==> src/rtl/core/u2u8_pkg.sv <==
// shared types for the utf-16 to utf-8 transcoder
// no dependencies
`default_nettype none

package u2u8_pkg;

  localparam int unsigned UnitW  = 16;
  localparam int unsigned ByteW  = 8;
  localparam int unsigned MaxBytes = 4;
  localparam int unsigned CntW   = 3;

  typedef struct packed {
    logic [UnitW-1:0] code_unit;
    logic             string_end;
  } in_t;

  typedef struct packed {
    logic [ByteW-1:0] utf8_byte;
    logic             run_last;
  } out_t;

  // encoder result for one unit: bytes in order from index 0, and how many
  typedef struct packed {
    logic [MaxBytes-1:0][ByteW-1:0] bytes;
    logic [CntW-1:0]                cnt;
  } enc_t;

  localparam logic [5:0] HighSurTag = 6'b110110;
  localparam logic [5:0] LowSurTag  = 6'b110111;
  localparam logic [4:0] SurTag     = 5'b11011;
  localparam logic [20:0] SuppBase  = 21'h10000;

endpackage

`default_nettype wire

==> src/rtl/core/u2u8_enc.sv <==
// utf-16 unit encoder: surrogate tracking state and byte generation
// depends on u2u8_pkg
`default_nettype none

module u2u8_enc
  import u2u8_pkg::*;
(
  input  wire logic clk_i,
  input  wire logic rst_ni,
  input  wire in_t  item_i,
  input  wire logic pop_i,
  output enc_t      enc_o
);

  logic       pending_q, pending_d;
  logic [9:0] held_q, held_d;

  logic [UnitW-1:0] unit;
  logic             is_low, is_high, is_pair;
  logic [20:0]      cp;

  assign unit    = item_i.code_unit;
  assign is_low  = (unit[15:10] == LowSurTag);
  assign is_high = (unit[15:10] == HighSurTag);
  assign is_pair = pending_q && is_low;
  assign cp      = SuppBase + {1'b0, held_q, unit[9:0]};

  always_comb begin
    enc_o.bytes = '0;
    enc_o.cnt   = '0;
    if (is_pair) begin
      enc_o.bytes[0] = {5'b11110, cp[20:18]};
      enc_o.bytes[1] = {2'b10, cp[17:12]};
      enc_o.bytes[2] = {2'b10, cp[11:6]};
      enc_o.bytes[3] = {2'b10, cp[5:0]};
      enc_o.cnt      = CntW'(4);
    end else if (unit[15:7] == '0) begin
      enc_o.bytes[0] = unit[7:0];
      enc_o.cnt      = CntW'(1);
    end else if (unit[15:11] == '0) begin
      enc_o.bytes[0] = {3'b110, unit[10:6]};
      enc_o.bytes[1] = {2'b10, unit[5:0]};
      enc_o.cnt      = CntW'(2);
    end else if (unit[15:11] != SurTag) begin
      enc_o.bytes[0] = {4'b1110, unit[15:12]};
      enc_o.bytes[1] = {2'b10, unit[11:6]};
      enc_o.bytes[2] = {2'b10, unit[5:0]};
      enc_o.cnt      = CntW'(3);
    end
  end

  // a high surrogate is held unless it ends the string
  always_comb begin
    pending_d = pending_q;
    held_d    = held_q;
    if (pop_i) begin
      pending_d = !is_pair && is_high && !item_i.string_end;
      held_d    = pending_d ? unit[9:0] : '0;
    end
  end

  always_ff @(posedge clk_i or negedge rst_ni) begin
    if (!rst_ni) begin
      pending_q <= 1'b0;
      held_q    <= '0;
    end else begin
      pending_q <= pending_d;
      held_q    <= held_d;
    end
  end

endmodule

`default_nettype wire

==> src/rtl/core/u2u8_ser.sv <==
// result register that hands out encoded bytes one beat at a time
// depends on u2u8_pkg
`default_nettype none

module u2u8_ser
  import u2u8_pkg::*;
(
  input  wire logic clk_i,
  input  wire logic rst_ni,
  input  wire enc_t enc_i,
  input  wire logic load_i,
  output logic      free_o,
  output logic      out_valid_o,
  input  wire logic out_stall_i,
  output out_t      out_data_o
);

  logic [MaxBytes-1:0][ByteW-1:0] bytes_q;
  logic [CntW-1:0]                rem_q, rem_d;
  logic [1:0]                     idx_q, idx_d;
  logic                           take;

  assign out_valid_o          = (rem_q != '0);
  assign take                 = out_valid_o && !out_stall_i;
  assign free_o               = (rem_q == '0) || (rem_q == CntW'(1) && take);
  assign out_data_o.utf8_byte = bytes_q[idx_q];
  assign out_data_o.run_last  = (rem_q == CntW'(1));

  always_comb begin
    rem_d = rem_q;
    idx_d = idx_q;
    if (take) begin
      rem_d = rem_q - CntW'(1);
      idx_d = idx_q + 2'd1;
    end
    if (load_i) begin
      rem_d = enc_i.cnt;
      idx_d = '0;
    end
  end

  always_ff @(posedge clk_i or negedge rst_ni) begin
    if (!rst_ni) begin
      rem_q <= '0;
      idx_q <= '0;
    end else begin
      rem_q <= rem_d;
      idx_q <= idx_d;
    end
  end

  always_ff @(posedge clk_i) begin
    if (load_i) begin
      bytes_q <= enc_i.bytes;
    end
  end

endmodule

`default_nettype wire

==> src/rtl/core/utf16_to_utf8_transcoder_top.sv <==
// utf-16 to utf-8 transcoder top level: input register, encoder, byte serializer
// depends on u2u8_pkg, u2u8_enc, u2u8_ser
//
// input channel: one utf-16 code unit per beat, string_end on the last unit
// output channel: one utf-8 byte per beat, run_last on the last byte of a unit
// a unit is accepted into the input register, encoded in the next cycle and
// loaded into the result register once the serializer is free; its first byte
// is then offered and is taken when the receiver does not stall
// throughput is one output byte per cycle while the receiver does not stall, set
// by the byte serializer: a unit gives 1, 2, 3 or 4 bytes (a surrogate pair
// gives 4 on its low unit); byteless units (held high, lone low) are not loaded
// a new unit is accepted while the previous one's bytes are still going out
// reset clears the held surrogate and drops any unit or bytes in flight
// while the receiver stalls, the current byte holds and input stalls once the
// input register is full and the result register cannot take its bytes
`default_nettype none

module utf16_to_utf8_transcoder_top
  import u2u8_pkg::*;
(
  input  wire logic clk_i,
  input  wire logic rst_ni,
  input  wire logic in_valid_i,
  output logic      in_stall_o,
  input  wire in_t  in_data_i,
  output logic      out_valid_o,
  input  wire logic out_stall_i,
  output out_t      out_data_o
);

  logic in_valid_q, in_valid_d;
  in_t  in_q;
  enc_t enc;
  logic ser_free, pop, load, accept;

  assign pop        = in_valid_q && (ser_free || enc.cnt == '0);
  assign load       = in_valid_q && ser_free && (enc.cnt != '0);
  assign in_stall_o = in_valid_q && !pop;
  assign accept     = in_valid_i && !in_stall_o;

  always_comb begin
    in_valid_d = in_valid_q;
    if (pop) begin
      in_valid_d = 1'b0;
    end
    if (accept) begin
      in_valid_d = 1'b1;
    end
  end

  always_ff @(posedge clk_i or negedge rst_ni) begin
    if (!rst_ni) begin
      in_valid_q <= 1'b0;
    end else begin
      in_valid_q <= in_valid_d;
    end
  end

  always_ff @(posedge clk_i) begin
    if (accept) begin
      in_q <= in_data_i;
    end
  end

  u2u8_enc u_enc (
    .clk_i  (clk_i),
    .rst_ni (rst_ni),
    .item_i (in_q),
    .pop_i  (pop),
    .enc_o  (enc)
  );

  u2u8_ser u_ser (
    .clk_i       (clk_i),
    .rst_ni      (rst_ni),
    .enc_i       (enc),
    .load_i      (load),
    .free_o      (ser_free),
    .out_valid_o (out_valid_o),
    .out_stall_i (out_stall_i),
    .out_data_o  (out_data_o)
  );

endmodule

`default_nettype wire

==> config.mk <==
export PLATFORM = sky130hd
export DESIGN_NAME = utf16_to_utf8_transcoder_top
export DESIGN_NICKNAME = d
export VERILOG_FILES = /design/src/rtl/core/u2u8_pkg.sv /design/src/rtl/core/u2u8_enc.sv /design/src/rtl/core/u2u8_ser.sv /design/src/rtl/core/utf16_to_utf8_transcoder_top.sv
export SDC_FILE = /design/constraint.sdc
export NUM_CORES = 1
export LEC_CHECK = 0
export BUFFER_PORTS_ARGS = -buffer_cell sky130_fd_sc_hd__buf_2
export CAP_MARGIN = 20
export CORE_MARGIN = 5
export CORE_UTILIZATION = 47
export CTS_CLUSTER_SIZE = 20
export DETAILED_ROUTE_END_ITERATION = 10
export GPL_ROUTABILITY_DRIVEN = 1
export GPL_TIMING_DRIVEN = 0
export PLACE_DENSITY = 0.66
export SLEW_MARGIN = 20
export SYNTH_ARGS = -nofsm -noshare
export SYNTH_HDL_FRONTEND = slang
export SYNTH_HIERARCHICAL = 1
export SYNTH_SLANG_ARGS = --single-unit
==> constraint.sdc <==
create_clock -name clk_i -period 8.8 [get_ports clk_i]
set_input_delay 1.32 -clock clk_i [delete_from_list [all_inputs] [get_ports clk_i]]
set_output_delay 1.32 -clock clk_i [all_outputs]
set_load 0.03 [all_outputs]
==> Word level (Yosys, flattened, before mapping) <==
Cells that the tools add are included.
{ "totals": {"ff_bits": 66, "inputBits": 21, "output_inout_bits": 11, "elab_cells": 67} }
{ "op_classes": {"add_sub_neg": 3, "n_lt_le_gt_ge": 1, "eq_ne": 4, "muxes": 16, "reduce_logical": 26} }
{ "op_table": {"columns": ["operator", "count"], "rows": [
  ["$mux 27", 1],
  ["$mux 25", 1],
  ["$mux 8", 3],
  ["$add 17x20->21 const A", 1],
  ["$mux 19", 1],
  ["$bmux 8 s2", 1],
  ["$mux 16", 1],
  ["$eq 6x6->1 const B", 2],
  ["$mux 11", 1],
  ["$logic_and 1x1->1", 10],
  ["$mux 10", 1],
  ["$logic_not 9->1", 1],
  ["$logic_not 3->1", 2],
  ["$mux 3", 2],
  ["$reduce_bool 3->1", 2],
  ["$logic_not 1->1", 5],
  ["$logic_not 5->1", 1],
  ["$ne 5x5->1 const B", 1],
  ["$mux 2", 2],
  ["$reduce_bool 2->1", 2],
  ["$eq 3x1->1 const B", 1],
  ["$lt 2x3->1 const B", 1],
  ["$reduce_or 3->1", 1],
  ["$sub 3x1->3 const B", 1],
  ["3 further kinds", 5]
]} }

==> Longest topological paths before layout <==
{ "logic_depth": {"ltp_word": 13, "mapped_depth": 12, "ltp_nobuf": 9} }

==> Modules after synthesis <==
Netlist, hierarchy kept.
{ "modules_own_cells": {"columns": ["mod", "n_inst", "cells_per_inst", "area_each_um2", "seq_area_each_um2"], "rows": [
  ["u2u8_ser", 1, 78, 1505.2, 1086.0],
  ["u2u8_enc", 1, 108, 972.2, 275.3],
  ["utf16_to_utf8_transcoder_top", 1, 26, 591.8, 535.5]
]} }

==> Worst setup path after synthesis <==
No wires, ideal clock.
{ "synth_path": {"kind": "input -> register", "start": "in out_stall_i", "end": "reg u_ser.rem_q[1]", "setup_time_ns": 0.146, "arrival_time_ns": 3.603, "required_time_ns": 8.654, "path_slack_ns": 5.051, "cell_stages": 6, "path_buffers": 1, "path_cell_list": "o21ai_0 > nand2_1 > nor2_1 > buf_2 > or4_1 > o311ai_0"} }
{ "synth_between": {"elab_chain_len": 7, "word_cells_on_any_way": 8, "classes_between": "1 x mux; 7 x reduce/logical"} }
{ "synth_lines": {"columns": ["element", "line_no", "text"], "rows": [
  ["start, declared", "utf16_to_utf8_transcoder_top.sv:27", "input wire logic out_stall_i,"],
  ["$logic_not 1->1 *", "u2u8_ser.sv:24", "assign take = out_valid_o && !out_stall_i;"],
  ["$logic_and 1x1->1 *", "u2u8_ser.sv:24", null],
  ["$logic_and 1x1->1 *", "u2u8_ser.sv:25", "assign free_o = (rem_q == '0) || (rem_q == CntW'(1) && take);"],
  ["$logic_or 1x1->1 *", "u2u8_ser.sv:25", null],
  ["$logic_and 1x1->1 * (2 in series)", "utf16_to_utf8_transcoder_top.sv:37", "assign load = in_valid_q && ser_free && (enc.cnt != '0);"],
  ["via load", "utf16_to_utf8_transcoder_top.sv:34", "logic ser_free, pop, load, accept;"],
  ["$mux 3 or $reduce_bool 2->1 (tied branches)", null, null],
  ["end signal, assigned", "u2u8_ser.sv:47", "rem_q <= rem_d;"],
  ["end, declared", "u2u8_ser.sv:19", "logic [CntW-1:0] rem_q, rem_d;"]
]} }
The timed path passes the listed nets; every way through them passes the cells marked *.
A chain may end at the register's enable or synchronous reset.

==> flow_metrics.env <==
export IMPL_status="finished, final reports clean"
export IMPL_grt_overflow=0
export IMPL_vias=1915
export IMPL_rows=29
export IMPL_dpl_instance_area_mm2=0.00336
export IMPL_synthCells=212
export IMPL_p_leak_nw=1.40
export IMPL_grt_total_usage=0.147
export IMPL_synth_mux_area_frac=0.0783
export IMPL_htreeDepth=3
export IMPL_grt_pass1_wl_um=9580
export IMPL_clk_latency_ns=0.34
export IMPL_die_h_um=90.8
export IMPL_ys_ff_latch=66
export IMPL_final_min_clock_period_ns=3.74
export IMPL_path_clk_slew_ns=0.07
export IMPL_max_vdd_ir_drop_v=0.000140
export IMPL_relSlewSlack=0.519
export IMPL_avgSynthCellArea_um2=14.5
export IMPL_wl_per_cell_um=16.9
export IMPL_critPathKind="flip-flop to output pin"
export IMPL_synthesis_area_mm2=0.00307
export IMPL_synth_xor_area_share=0.00571
export IMPL_internal_power_mw=0.736
export IMPL_end_kind="output pin"
export IMPL_cts_sinks=66
export IMPL_stdcell_area_mm2=0.00355
export IMPL_fill_cells=509
export IMPL_diodes=0
export IMPL_min_period_over_period=0.425
export IMPL_drt_vias_per_instance=5.65
export IMPL_dr_wl_met2_um=2720
export IMPL_worst_pin_slew_ns=0.721
export IMPL_synth_top_area_cell="edfxtp_1"
export IMPL_grt_pass1_vias=1978
export IMPL_crit_required_ns=7.48
export IMPL_tns_ns=0
export IMPL_crit_path_start_kind="flip-flop"
export IMPL_skew_ns=0.0113
export IMPL_synth_warnings=6
export IMPL_rsz0062_at_grt="false"
export IMPL_post_cts_setup_buffers=0
export IMPL_synth_area_leaders="edfxtp_1 48%, dfrtp_1 14%, mux4_1 6.8%, a22o_1 4.3%, nor2_1 1.7%"
export IMPL_io_buffer_count=31
export IMPL_synth_top_cell_area_share=0.479
export IMPL_synth_edf_count=49
export IMPL_combPwrFrac=0.334
export IMPL_grt_max_degree=26
export IMPL_die_w_um=90.8
export IMPL_core_region_area_mm2=0.00635
export IMPL_seq_power_share=0.448
export IMPL_maxCapViolCount=0
export IMPL_hp_class="flip-flop to flip-flop"
export IMPL_p_sw_frac=0.344
export IMPL_dp_cells=323
export IMPL_cts_tree="yes"
export IMPL_p_per_area_mw_per_mm2=316
export IMPL_synth_adder_area_share=0.0163
export IMPL_pin_count=32
export IMPL_p_sw_mw=0.386
export IMPL_setup_viol=0
export IMPL_dp_hpwl_um=4030
export IMPL_drive_above_1_share=0.256
export IMPL_synth_distinct_cells=51
export IMPL_topRoutingLayerUsed="met4"
export IMPL_max_freq_mhz=267
export IMPL_clock_power_share=0.218
export IMPL_fin_nets=282
export IMPL_root_buffer="clkbuf_8"
export IMPL_area_growth_syn_to_layout_pct=15.7
export IMPL_drcViolationCount=0
export IMPL_hold_violations=0
export IMPL_drtPass1Iterations=4
export IMPL_cts_hold_fix_buffers=0
export IMPL_drtIter0Drc=70
export IMPL_wl_um=5730
export IMPL_synth_compound_area_frac=0.124
export IMPL_antenna_found_initial=0
export IMPL_yosysSeqAreaShare=0.618
export IMPL_slew_violations=0
export IMPL_post_cts_resized=0
export IMPL_postRouteAntennaNets=0
export IMPL_synth_simple_gate_area_frac=0.119
export IMPL_die_area_mm2=0.00825
export IMPL_numCtsBuffers=9
export IMPL_finalPower_mw=1.12
export IMPL_clockBufferDepth=2
export IMPL_routed_wl_met3_um=260
export IMPL_async_flop_share=0.258
export IMPL_initial_core_util=0.483
export IMPL_worstPathArrival_ns=2.42
export IMPL_gp_congestion=0.930
export IMPL_fin_cells=339
export IMPL_critPathMaxFanout=6
export IMPL_synth_top_family_by_area="compound AO/OA/AOI/OAI gates"
export IMPL_ys_flop_type="edfxtp_1"
export IMPL_wl_met1_um=2660
-- layout by cell type, fill, tap and decap left out, drive strengths merged, types with 2 or more instances in the layout --
cell	instances
conb	3
mux4	8
ha	4
dfrtp	17
buf	44
and2	7
nor2b	2
a221o	5
clkinv	3
nand2b	5
nand3	4
nor2	15
clkbuf	13
o21ai	12
a21oi	5
o21a	2
nor4	2
edfxtp	49
nand2	8
inv	7
nor3	2
and3	4
or4	4
mux2i	3
a22o	16
-- stage by stage --
stage          setup slack (ns)  hold slack (ns)   util
3_3_place_gp               4.24            0.493  0.524
5_1_grt                    4.95            0.542  0.559
4_1_cts                    5.06            0.512  0.559
2_1_floorplan              5.05            0.473      -
3_5_place_dp               5.30            0.497  0.530
6_report                   5.06            0.514  0.559
-- area by class of cell --
cell class	instances	area (µm²)	share of cell area
flip-flops and latches	66	1900	0.534
multi-input cells	128	1070	0.301
repair buffers	32	183	0.0514
clock buffers	12	145	0.0409
well taps	77	96.3	0.0271
plain buffers	13	91.3	0.0257
clock inverters	4	42.5	0.0120
inverters	7	26.3	0.00740
-- cells in the mapped netlist, types with 2 or more instances --
library cell	number
edfxtp_1	49
dfrtp_1	17
a22o_1	15
nor2_1	14
o21ai_0	10
mux4_1	8
nand2_1	8
and2_1	7
buf_4	6
inv_1	6
a21oi_1	5
a221o_1	5
nand2b_1	5
and3_1	4
buf_2	4
ha_1	4
mux2i_1	3
nand3_1	3
or4_1	3
buf_6	2
nor2b_1	2
o21a_1	2
o21ai_1	2
-- worst paths after layout --
check                                startpoint         endpoint  slack [ns]  cells past startpoint
worst max-delay path                    in_q[9]       in_stall_o        5.06                      6
worst min-delay path            u_enc/held_q[1]  u_enc/held_q[1]        0.51                      1
min in group asynchronous                rst_ni  u_enc/held_q[2]        0.91                      1
max in group asynchronous                rst_ni   u_ser/idx_q[1]        7.57                      1
worst max register to register          in_q[9]   u_ser/rem_q[1]        5.75                      9
worst min register to register  u_enc/held_q[1]  u_enc/held_q[1]        0.51                      1
-- cells by family (layout without fill, tap and decap cells) --
| group | after synthesis | in the layout |
|---|---|---|
| other | 1 | 3 |
| flip-flops | 66 | 66 |
| AND/OR/NAND/NOR | 57 | 57 |
| AO/OA/AOI/OAI | 51 | 51 |
| adder cells (fa/ha/maj) | 4 | 4 |
| XOR/XNOR | 2 | 2 |
| multiplexers | 11 | 11 |
| buffers and inverters | 20 | 68 |
-- critical path: stages (launching register included) --
cell	delay [ns]
edfxtp_1	0.50
or4_4	0.59
nor2_1	0.29
nor2_1	0.15
nor3_4	0.30
nor2_1	0.08
buf_2	0.18
-- sequential cells by signal, indices dropped and copies added (netlist names) --
signal / cells
in_q: 17
in_valid_q: 1
u_enc/held_q: 10
u_enc/pending_q: 1
u_ser/bytes_q: 32
u_ser/idx_q: 2
u_ser/rem_q: 3
-- power groups by stage --
| stage | Sequential [mW] | Combinational (mW) | Clock (mW) |
|---|---|---|---|
| after global routing | 0.514 | 0.409 | 0.265 |
| after global placement | 0.512 | 0.352 | 0 |
| after detailed placement | 0.511 | 0.380 | 0 |
| after CTS | 0.505 | 0.381 | 0.251 |
| after floorplan | 0.496 | 0.274 | 0 |
| final | 0.503 | 0.374 | 0.244 |
-- routing by layer --
metal / GRT usage / vias up
li1: - / 918
met1: 0.189 / 951
met2: 0.231 / 39
met3: 0.0442 / 7
met4: 0.0660 / 0
met5: 0 / -
Note: power is estimated with default switching activity, not from simulation.
